--- config.mk ---
export PLATFORM = sky130hd
export DESIGN_NAME = sbus_frame_decoder_to_pwm_top
export DESIGN_NICKNAME = d
export VERILOG_FILES = /design/src/design/sbfd_pkg.sv /design/src/design/sbfd_cell.sv /design/src/design/sbus_frame_decoder_to_pwm_top.sv
export SDC_FILE = /design/constraint.sdc
export NUM_CORES = 1
export LEC_CHECK = 0
export BUFFER_PORTS_ARGS = -buffer_cell sky130_fd_sc_hd__buf_2
export CAP_MARGIN = 20
export CORE_MARGIN = 2
export CORE_UTILIZATION = 35
export CTS_CLUSTER_DIAMETER = 60
export DETAILED_ROUTE_END_ITERATION = 8
export PLACE_DENSITY = 0.55
export SLEW_MARGIN = 20
export SYNTH_ARGS = -nofsm -noshare
export SYNTH_HDL_FRONTEND = slang
export SYNTH_SLANG_ARGS = --single-unit
--- constraint.sdc ---
create_clock -name i_clk -period 11.1 [get_ports i_clk]
set_input_delay 0.555 -clock i_clk [delete_from_list [all_inputs] [get_ports i_clk]]
set_output_delay 0.555 -clock i_clk [all_outputs]
set_load 0.03 [all_outputs]
--- src/design/sbfd_pkg.sv ---
// Shared constants for the SBUS frame decoder with PWM compare output.
// No dependencies; imported by the top level and the testbench.
package sbfd_pkg;

    localparam int FRAME_BYTES  = 25;
    localparam int IDX_W        = $clog2(FRAME_BYTES);
    localparam int CHAN_W       = 11;
    localparam int CHAN_COUNT   = 7;
    localparam int CHAN_BITS    = CHAN_W * CHAN_COUNT;
    localparam int CELL_COUNT   = (CHAN_BITS + 7) / 8;
    localparam int GAIN_W       = 16;
    localparam int OFFSET_W     = 16;
    localparam int PWM_W        = 16;
    localparam int PROD_W       = CHAN_W + GAIN_W;
    localparam int FRAC_BITS    = 12;
    localparam int OUT_W        = ((CHAN_BITS + PWM_W + 7) / 8) * 8;
    localparam int CFG_IDX_W    = 2;

    localparam logic [7:0]          START_CODE   = 8'h0F;
    localparam logic [3:0]          END_NIBBLE   = 4'h4;
    localparam logic [GAIN_W-1:0]   GAIN_RESET   = 16'd10752;
    localparam logic [OFFSET_W-1:0] OFFSET_RESET = 16'd3695;

    typedef enum logic [CFG_IDX_W-1:0] {
        REG_DUTY_GAIN    = 2'd0,
        REG_PULSE_OFFSET = 2'd1
    } t_cfg_reg;

endpackage

--- src/design/sbfd_cell.sv ---
// One byte cell of the frame shift chain.
// Depends on nothing outside this file.
module sbfd_cell (
    input  logic       i_clk,
    input  logic       i_shift,
    input  logic [7:0] i_byte,
    output logic [7:0] o_byte
);

    logic [7:0] r_byte;
    logic [7:0] n_byte;

    always_comb begin
        n_byte = i_shift ? i_byte : r_byte;
    end

    always_ff @(posedge i_clk) begin
        r_byte <= n_byte;
    end

    assign o_byte = r_byte;

endmodule

--- src/design/sbus_frame_decoder_to_pwm_top.sv ---
// Top level of the SBUS frame decoder: framer, byte cell chain, and PWM scaling pipeline.
// Depends on sbfd_pkg and sbfd_cell.
//
// Channel   Direction  Payload (low bit first)
// s_axis    in         tdata: rx_byte[7:0]
// m_axis    out        tdata: chan0..chan6 (11 bits each), pwm_compare[15:0], 3 zero bits
// cfg       in         index: register number, data: 16-bit register value
//
// One byte is taken every cycle. Results pass the multiplier stage, then the output register.
// The multiplier stage and the output register form two result slots; the input stalls only on
// the last byte of a frame while both slots are full and the output result is not taken.
// Synchronous active-low reset clears the framer, the result valid flags and the registers to
// their defaults. The config port never stalls.
module sbus_frame_decoder_to_pwm_top (
    input  logic                                 i_clk,
    input  logic                                 i_rst_n,
    input  logic                                 i_s_axis_tvalid,
    output logic                                 o_s_axis_tready,
    input  logic [7:0]                           i_s_axis_tdata,   // rx_byte
    output logic                                 o_m_axis_tvalid,
    input  logic                                 i_m_axis_tready,
    output logic [sbfd_pkg::OUT_W-1:0]           o_m_axis_tdata,   // chan0..chan6, pwm_compare
    input  logic                                 i_cfg_valid,
    output logic                                 o_cfg_ready,
    input  logic [sbfd_pkg::CFG_IDX_W-1:0]       i_cfg_index,
    input  logic [15:0]                          i_cfg_data
);
    import sbfd_pkg::*;

    logic [GAIN_W-1:0]    r_gain;
    logic [OFFSET_W-1:0]  r_offset;
    logic [IDX_W-1:0]     r_byte_index, n_byte_index;
    logic                 r_in_frame, n_in_frame;
    logic                 r_s1_valid, n_s1_valid;
    logic [CHAN_BITS-1:0] r_s1_chans;
    logic [PROD_W-1:0]    r_s1_prod;
    logic                 r_out_valid, n_out_valid;
    logic [CHAN_BITS-1:0] r_out_chans;
    logic [PWM_W-1:0]     r_out_pwm;

    logic                 w_in_acc;
    logic                 w_last_pos;
    logic                 w_out_load;
    logic                 w_s1_free;
    logic                 w_shift;
    logic                 w_frame_done;
    logic [7:0]           w_chain [CELL_COUNT+1];
    logic [CELL_COUNT*8-1:0] w_window;
    logic [CHAN_W-1:0]    w_chan0;
    logic [PWM_W:0]       w_sum;
    logic [PWM_W-1:0]     w_pwm;

    // Configuration registers.
    assign o_cfg_ready = 1'b1;

    always_ff @(posedge i_clk) begin
        if (!i_rst_n) begin
            r_gain   <= GAIN_RESET;
            r_offset <= OFFSET_RESET;
        end else if (i_cfg_valid) begin
            unique case (i_cfg_index)
                REG_DUTY_GAIN:    r_gain   <= i_cfg_data;
                REG_PULSE_OFFSET: r_offset <= i_cfg_data;
                default: ;
            endcase
        end
    end

    // Handshake and framer.
    assign w_last_pos = r_in_frame && (r_byte_index == IDX_W'(FRAME_BYTES - 1));
    assign w_out_load = !r_out_valid || i_m_axis_tready;
    assign w_s1_free  = !r_s1_valid || w_out_load;
    assign o_s_axis_tready = !w_last_pos || w_s1_free;
    assign w_in_acc   = i_s_axis_tvalid && o_s_axis_tready;

    always_comb begin
        n_in_frame   = r_in_frame;
        n_byte_index = r_byte_index;
        if (w_in_acc) begin
            if (!r_in_frame) begin
                if (i_s_axis_tdata == START_CODE) begin
                    n_in_frame   = 1'b1;
                    n_byte_index = IDX_W'(1);
                end
            end else if (w_last_pos) begin
                n_in_frame   = 1'b0;
                n_byte_index = '0;
            end else begin
                n_byte_index = r_byte_index + IDX_W'(1);
            end
        end
    end

    always_ff @(posedge i_clk) begin
        if (!i_rst_n) begin
            r_in_frame   <= 1'b0;
            r_byte_index <= '0;
        end else begin
            r_in_frame   <= n_in_frame;
            r_byte_index <= n_byte_index;
        end
    end

    // Byte cell chain holding frame bytes 1 through CELL_COUNT.
    assign w_shift = w_in_acc && r_in_frame && (r_byte_index != '0)
                     && (r_byte_index <= IDX_W'(CELL_COUNT));
    assign w_chain[CELL_COUNT] = i_s_axis_tdata;

    genvar g;
    generate
        for (g = 0; g < CELL_COUNT; g++) begin : g_cell
            sbfd_cell u_cell (
                .i_clk   (i_clk),
                .i_shift (w_shift),
                .i_byte  (w_chain[g+1]),
                .o_byte  (w_chain[g])
            );
            assign w_window[8*g +: 8] = w_chain[g];
        end
    endgenerate

    assign w_chan0      = w_window[CHAN_W-1:0];
    assign w_frame_done = w_in_acc && w_last_pos && (i_s_axis_tdata[3:0] == END_NIBBLE);

    // Stage one: channels and gain product.
    always_comb begin
        n_s1_valid = r_s1_valid;
        if (w_frame_done) begin
            n_s1_valid = 1'b1;
        end else if (w_out_load) begin
            n_s1_valid = 1'b0;
        end
    end

    always_ff @(posedge i_clk) begin
        if (!i_rst_n) begin
            r_s1_valid <= 1'b0;
        end else begin
            r_s1_valid <= n_s1_valid;
        end
        if (w_frame_done) begin
            r_s1_chans <= w_window[CHAN_BITS-1:0];
            r_s1_prod  <= PROD_W'(w_chan0) * PROD_W'(r_gain);
        end
    end

    // Stage two: offset add with saturation into the output register.
    assign w_sum = (PWM_W+1)'(r_offset) + (PWM_W+1)'(r_s1_prod[PROD_W-1:FRAC_BITS]);
    assign w_pwm = w_sum[PWM_W] ? {PWM_W{1'b1}} : w_sum[PWM_W-1:0];

    always_comb begin
        n_out_valid = r_out_valid;
        if (w_out_load) begin
            n_out_valid = r_s1_valid;
        end
    end

    always_ff @(posedge i_clk) begin
        if (!i_rst_n) begin
            r_out_valid <= 1'b0;
        end else begin
            r_out_valid <= n_out_valid;
        end
        if (w_out_load && r_s1_valid) begin
            r_out_chans <= r_s1_chans;
            r_out_pwm   <= w_pwm;
        end
    end

    assign o_m_axis_tvalid = r_out_valid;
    assign o_m_axis_tdata  = {(OUT_W-CHAN_BITS-PWM_W)'(0), r_out_pwm, r_out_chans};

`ifndef SYNTHESIS
    a_index_range: assert property (@(posedge i_clk) disable iff (!i_rst_n)
        r_byte_index < IDX_W'(FRAME_BYTES))
        else $error("byte index out of frame range");

    a_idle_index: assert property (@(posedge i_clk) disable iff (!i_rst_n)
        !r_in_frame |-> (r_byte_index == '0))
        else $error("byte index nonzero while idle");

    a_frame_end: assert property (@(posedge i_clk) disable iff (!i_rst_n)
        (w_in_acc && w_last_pos) |=> !r_in_frame)
        else $error("framer did not return to idle after last byte");

    a_s1_hold: assert property (@(posedge i_clk) disable iff (!i_rst_n)
        (r_s1_valid && r_out_valid && !i_m_axis_tready) |=> r_s1_valid)
        else $error("pending result lost while output stalled");
`endif

endmodule

==> key figures, run 1 <==
Outcome
  – Status: finished clean

Hold path
  – Worst hold path type: primary input to register

Finish
  – Area growth from synthesis to layout: 14.7%
  – Most frequent cells in the layout: sky130_fd_sc_hd__edfxtp_1 (265), sky130_fd_sc_hd__nand2_1 (197), sky130_fd_sc_hd__inv_1 (154)
  – Net count, final: 1616
  – Final design utilization: 0.406
  – Fraction of final layout cells with drive strength greater than 1: 0.135
  – Most frequent standard cell in the layout excluding fill and tap cells: sky130_fd_sc_hd__edfxtp_1
  – Antenna cell count: 0

Die
  – Starting density of the core: 0.354
  – Die Span X: approximately 220 um
  – DIE AREA: 0.0475 mm2
  – I/O pin cnt: 130
  – Die Ht: 218 um
  – Row Count: 78
  – Core outline area: around 0.045 mm2

STA
  – Transition time at the pin with the least slew margin: 992 ps
  – Final setup skew: 17.5 ps
  – Unrepaired setup endpoints after global routing: no
  – Slew Limit Headroom: 0.339
  – Number of max-slew violations in the final report: 0
  – Post-route worst setup slack: approximately 5400 ps
  – Final cycle utilization of the critical path: 0.514
  – Hold violation total from the final report: 0
  – Max Freq: 175 MHz
  – Number of setup violations in the final report: 0
  – Fin crit period: 5700 ps
  – Setup TNS: 0 ps

CTS
  – # resized after CTS: 0
  – TritonCTS buffer count: 34
  – Clock latency of the later-clocked register in the worst-skew pair: 520 ps
  – CTS tree: built
  – H-Tree Depth: 2
  – Setup fix buffers added after clock tree synthesis: 0
  – Clock input transition at the sequential cells of the worst setup and hold paths: 60 ps
  – Root buffer cell: sky130_fd_sc_hd__clkbuf_16
  – Post-CTS Hold Fix Bufs: 0
  – Worst-case clock buffer depth: 3
  – Clock sink count: 305

Synthesis
  – Primary flip-flop cell chosen by synthesis mapping: sky130_fd_sc_hd__edfxtp_1
  – Post-synth EDFFs: 265
  – FFs w/ async S/R, synth: 0
  – Sequential fraction of the synthesis area: 0.546
  – Syn avg cell area: roughly 13 um2
  – Number of synthesis warnings: 0
  – Combined area of all synthesized cells: approximately 0.016 mm2
  – Unique cell type count in the Yosys netlist: 53
  – Count of state elements after synthesis: 305
  – Synth Instances: 1263

Routing
  – Initial DRC count: roughly 670
  – Routed vias/inst: between 4 and 5
  – Count of antenna-violating nets left after detailed routing: 0
  – Vias post-DR: 9369
  – Remaining routing DRC violations: 0
  – First-pass detailed-route iteration total: 5
  – Total wire length: 32900 um
  – Drt wl/cell: approximately 16 um

Placement
  – Worst-case setup slack after placement: 5410 ps
  – Half-perimeter wire length after detailed placement: 23700 um
  – Number of I/O port buffers: 125
  – GP Congestion: 0.855

Critical path
  – Endpoint type of the worst setup path: register
  – CP Data Arrival Time: just under 6000 ps
  – Largest fanout on the critical path: 18
  – Endpoint required time on the critical path: 11360 ps
  – Element type at the critical path start: register
  – Start-to-end type of the worst setup path: register to register

Power and ir drop
  – Ratio of total power to cell area: between 100 and 150 mW/mm2
  – Worst vdd ir: 0.000132 V
  – Leakage power of the design: 7.41 nW

Flow run
  – Max-Cap Viols: 0

Global routing
  – Number of antenna violations at the first check in global routing: 0
  – Maximum number of pins on one net before global-route repair: 73
  – Overflow left after global routing: 0
  – Global routing usage summed across all routing layers: 0.140
  – First-pass GRT wire length: roughly 53000 um
  – Vias in the first global route: 9766
==> final cells by class <==
cell class,instances,area (um2)
sequential,305,8760
tap,600,751
clock buffer,39,880
fill,4329,26900
inverter,154,578
timing repair buffer,131,671
multi-input combinational,754,6510
clock inverter,21,246
==> sequential cells by signal (all words and copies together), names as in the netlist <==
signal / cells
r_gain: 16
r_s1_chans: 77
r_offset: 16
r_byte_index: 5
r_out_pwm: 16
g_cell.u_cell.o_byte: 80
r_in_frame: 1
o_m_axis_tvalid: 1
r_s1_valid: 1
r_out_chans: 77
r_s1_prod: 15
==> cells in the mapped netlist (7+ instances only) <==
library cell	n	area share
sky130_fd_sc_hd__a211oi_1	7	0.0033
sky130_fd_sc_hd__a21boi_0	24	0.011
sky130_fd_sc_hd__a21o_1	8	0.0037
sky130_fd_sc_hd__a21oi_1	44	0.014
sky130_fd_sc_hd__and2_1	87	0.034
sky130_fd_sc_hd__clkbuf_1	47	0.011
sky130_fd_sc_hd__dfxtp_1	40	0.050
sky130_fd_sc_hd__edfxtp_1	265	0.50
sky130_fd_sc_hd__fa_1	125	0.16
sky130_fd_sc_hd__ha_1	80	0.062
sky130_fd_sc_hd__inv_1	154	0.036
sky130_fd_sc_hd__nand2_1	197	0.046
sky130_fd_sc_hd__nand3_1	23	0.0072
sky130_fd_sc_hd__nand4_1	9	0.0035
sky130_fd_sc_hd__nor2_1	18	0.0042
sky130_fd_sc_hd__o211ai_1	9	0.0042
sky130_fd_sc_hd__o21ai_0	27	0.0084
sky130_fd_sc_hd__xnor2_1	15	0.0082
sky130_fd_sc_hd__xor2_1	15	0.0082
==> per-layer routing <==
metal	global-route usage	up-vias	part of all wire
li1	-	4463	-
met2	0.221	216	0.45
met4	0.0336	0	0.018
met3	0.0456	49	0.073
met5	0	-	0
met1	0.188	4641	0.46
==> cell families (layout without fill, tap and decap cells) <==
logic type,count (synthesis),in the layout,share of synthesized area
buffers and inverters,206,345,0.0498
flip-flops,305,305,0.546
AO/OA/AOI/OAI,140,140,0.0553
adder cells (fa/ha/maj),205,205,0.219
other,2,4,0.000469
XOR/XNOR,30,30,0.0164
AND/OR/NAND/NOR,374,374,0.112
multiplexers,1,1,0.000702
==> critical path, cell delays in order, from the launching register on <==
cell and delay (ps):
sky130_fd_sc_hd__edfxtp_1 640, sky130_fd_sc_hd__and2_1 300, sky130_fd_sc_hd__fa_1 530, sky130_fd_sc_hd__inv_1 60, sky130_fd_sc_hd__fa_1 520, sky130_fd_sc_hd__inv_1 50, sky130_fd_sc_hd__fa_1 500, sky130_fd_sc_hd__fa_1 540
sky130_fd_sc_hd__inv_1 60, sky130_fd_sc_hd__fa_1 520, sky130_fd_sc_hd__inv_1 40, sky130_fd_sc_hd__ha_1 380, sky130_fd_sc_hd__a21oi_1 170, sky130_fd_sc_hd__o21ai_0 200, sky130_fd_sc_hd__a221o_1 440, sky130_fd_sc_hd__and3_1 190
sky130_fd_sc_hd__a211oi_1 210, sky130_fd_sc_hd__nand3_1 90
==> power breakdown <==
part           internal, W  switching (W)  leakage [nW]
Combinational     0.000130       0.000197          4.16
Sequential         0.00125      0.0000110          2.71
Clock             0.000671       0.000451         0.546
==> worst paths after layout <==
check | depth (start not counted) | start | to | slack, ps
worst max-delay path | 17 | g_cell[1].u_cell.o_byte[2] | r_s1_prod[26] | 5400
worst min-delay path | 1 | i_s_axis_tdata[6] | g_cell[9].u_cell.o_byte[6] | 220
worst max register to register | 17 | g_cell[1].u_cell.o_byte[2] | r_s1_prod[26] | 5400
worst min register to register | 0 | r_s1_chans[40] | r_out_chans[40] | 420
==> per-stage QoR <==
stage	instances	area, um2	total power [W]	hold slack, ps
floorplan	1265	16000	0.00153	400
global placement	1944	17300	0.00161	400
detailed placement	1944	17300	0.00161	405
CTS	2004	18400	0.00275	200
global route	2004	18400	0.00284	199
finish	2004	18400	0.00271	220
No activity file was read; power rests on OpenSTA's default activity.
==> inputs of run 2 (changes only) <==
- PLACE_DENSITY: 0.55 -> 0.57
- clock period: 11.1 -> 5.05 ns (I/O delays scaled with it)
==> key figures, run 2 (synthesis gave the netlist of run 1 again) <==
Outcome
  – Status: finished clean (unchanged)

Die
  – Row Count: 78 (unchanged)
  – Die Span X: 218 um (unchanged)
  – Die Ht: 218 um (unchanged)
  – DIE AREA: 0.0475 mm2 (unchanged)
  – Core outline area: 0.0453 mm2 (unchanged)
  – I/O pin cnt: 130 (unchanged)
  – Starting density of the core: 0.354 (unchanged)

Global routing
  – First-pass GRT wire length: 56200 um (was 52600 um)
  – Global routing usage summed across all routing layers: 0.151 (was 0.140)
  – Vias in the first global route: 10400 (was 9766)
  – Maximum number of pins on one net before global-route repair: 90 (was 73)
  – Number of antenna violations at the first check in global routing: 0 (unchanged)
  – Overflow left after global routing: 0 (unchanged)

Flow run
  – Max-Cap Viols: 0 (unchanged)

CTS
  – Worst-case clock buffer depth: 3 (unchanged)
  – Clock sink count: 305 (unchanged)
  – Clock latency of the later-clocked register in the worst-skew pair: 530 ps (was 520 ps)
  – CTS tree: built (unchanged)
  – Clock input transition at the sequential cells of the worst setup and hold paths: 60 ps (about the same)
  – H-Tree Depth: 2 (unchanged)
  – Root buffer cell: sky130_fd_sc_hd__clkbuf_16 (unchanged)
  – TritonCTS buffer count: 35 (was 34)

Finish
  – Fillers: 4143 (was 4329)
  – Area growth from synthesis to layout: 24.7% (was 14.7%)
  – Net count, final: 1734 (was 1616)
  – Flip-flop and latch area: 0.00876 mm2 (about the same)
  – Most frequent standard cell in the layout excluding fill and tap cells: sky130_fd_sc_hd__edfxtp_1 (unchanged)
  – Fraction of final layout cells with drive strength greater than 1: 0.239 (was 0.135)
  – Most frequent cells in the layout: sky130_fd_sc_hd__edfxtp_1 (265), sky130_fd_sc_hd__nand2_1 (193), sky130_fd_sc_hd__inv_1 (152) (was sky130_fd_sc_hd__edfxtp_1 (265), sky130_fd_sc_hd__nand2_1 (197), sky130_fd_sc_hd__inv_1 (154))
  – Final design utilization: 0.441 (was 0.406)
  – Antenna cell count: 0 (unchanged)
  – Area of combinational cells with multiple inputs: 0.00689 mm2 (was 0.00651 mm2)
  – Largest register FFs: 80 (unchanged)

Critical path
  – CP Data Arrival Time: 5280 ps (was 5960 ps)
  – Endpoint required time on the critical path: 5330 ps (was 11360 ps)
  – Element type at the critical path start: register (unchanged)
  – Start-to-end type of the worst setup path: register to register (unchanged)
  – Largest fanout on the critical path: 6 (was 18)
  – Endpoint type of the worst setup path: register (unchanged)

STA
  – Final cycle utilization of the critical path: 0.990 (was 0.514)
  – Fin crit period: 5000 ps (was 5700 ps)
  – Max Freq: 200 MHz (was 175 MHz)
  – Final setup skew: 17.8 ps (was 17.5 ps)
  – Number of setup violations in the final report: 0 (unchanged)
  – Hold violation total from the final report: 0 (unchanged)
  – Number of max-slew violations in the final report: 0 (unchanged)
  – Setup TNS: 0 ps (unchanged)
  – Slew Limit Headroom: 0.307 (was 0.339)
  – Post-route worst setup slack: 49.9 ps (was 5400 ps)
  – Transition time at the pin with the least slew margin: 1040 ps (was 992 ps)
  – Unrepaired setup endpoints after global routing: yes (was no)

Routing
  – Total wire length: 35700 um (was 32900 um)
  – Remaining routing DRC violations: 0 (unchanged)
  – Routed vias/inst: 4.69 (was 4.68)
  – First-pass detailed-route iteration total: 5 (unchanged)
  – Count of antenna-violating nets left after detailed routing: 0 (unchanged)
  – Vias post-DR: 9962 (was 9369)
  – Drt wl/cell: 16.8 um (was 16.4 um)
  – Initial DRC count: 748 (was 671)

Placement
  – GP Congestion: 0.865 (was 0.855)
  – Worst-case setup slack after placement: -200 ps (was 5410 ps)
  – Number of I/O port buffers: 125 (unchanged)
  – Half-perimeter wire length after detailed placement: 25600 um (was 23700 um)

Power and ir drop
  – Leakage power of the design: 8.15 nW (was 7.41 nW)
  – Ratio of total power to cell area: 322 mW/mm2 (was 147 mW/mm2)
  – Worst vdd ir: 0.000326 V (was 0.000132 V)

Hold path
  – Worst hold path type: primary input to register (unchanged)
run 2: cell types whose count changed in the layout (fill, tap and decap cells not counted), moves of 10 or more:
cell and change:
sky130_fd_sc_hd__buf_4 +73, sky130_fd_sc_hd__ha_1 -12, sky130_fd_sc_hd__buf_12 +12, sky130_fd_sc_hd__a21oi_1 -11
sky130_fd_sc_hd__buf_6 +10, sky130_fd_sc_hd__dlygate4sd3_1 +22
run 2: layout make-up:
cell class	count	share of cell area
clock buffers	39	0.0461
clock inverters	25	0.0150
inverters	154	0.0289
multi-input cells	754	0.344
flip-flops and latches	305	0.438
well taps	600	0.0376
repair buffers	248	0.0896
run 2: layer usage:
layer	share of wire	vias to the layer above	track usage
met5	0	-	0
met1	0.44	4953	0.199
met4	0.018	0	0.0349
li1	-	4711	-
met3	0.073	51	0.0473
met2	0.47	247	0.245
run 2: path summary, 6_finish.rpt:
kind	from	to	slack, ps	cells past startpoint
setup reg to reg	g_cell[0].u_cell.o_byte[7]	r_s1_prod[26]	50	17
hold / removal	i_cfg_data[7]	r_offset[7]	20	3
hold reg to reg	r_s1_chans[59]	r_out_chans[59]	410	0
setup / recovery	g_cell[0].u_cell.o_byte[7]	r_s1_prod[26]	50	17
run 2: where the power goes:
part | switching [W] | total, W | internal [W]
Sequential | 0.0000127 | 0.00275 | 0.00274
Clock | 0.00106 | 0.00261 | 0.00155
Combinational | 0.000565 | 0.00108 | 0.000514
Total | 0.00163 | 0.00644 | 0.00480
run 2: worst max-delay path, cell delays in order, from the launching register on:
cell	delay, ps
sky130_fd_sc_hd__edfxtp_1	540
sky130_fd_sc_hd__and2_4	230
sky130_fd_sc_hd__fa_1	530
sky130_fd_sc_hd__inv_1	50
sky130_fd_sc_hd__fa_1	470
sky130_fd_sc_hd__inv_1	40
sky130_fd_sc_hd__fa_1	450
sky130_fd_sc_hd__fa_1	510
sky130_fd_sc_hd__inv_1	60
sky130_fd_sc_hd__fa_1	530
sky130_fd_sc_hd__inv_1	60
sky130_fd_sc_hd__ha_4	230
sky130_fd_sc_hd__a21oi_2	150
sky130_fd_sc_hd__o21ai_2	80
sky130_fd_sc_hd__a221o_1	400
sky130_fd_sc_hd__and3_4	170
sky130_fd_sc_hd__a211oi_2	140
sky130_fd_sc_hd__nand3_1	90
run 2: metrics by stage:
step / area (um2) / hold WS, ps / cells / power, W
finish: 20000 / 20.3 / 2125 / 0.00644
global route: 20000 / 15.2 / 2125 / 0.00675
CTS: 19600 / 0.423 / 2120 / 0.00638
detailed placement: 18100 / 405 / 2031 / 0.00370
global placement: 18100 / 401 / 2031 / 0.00370
floorplan: 16100 / 351 / 1265 / 0.00338
run 2: timing repair:
item,in CTS,in global routing
hold endpoints to repair,22,0
hold buffers,22,0
resized for setup,28,68
endpoints found under the setup margin,12,14
pin swaps,6,26
setup buffers,3,5
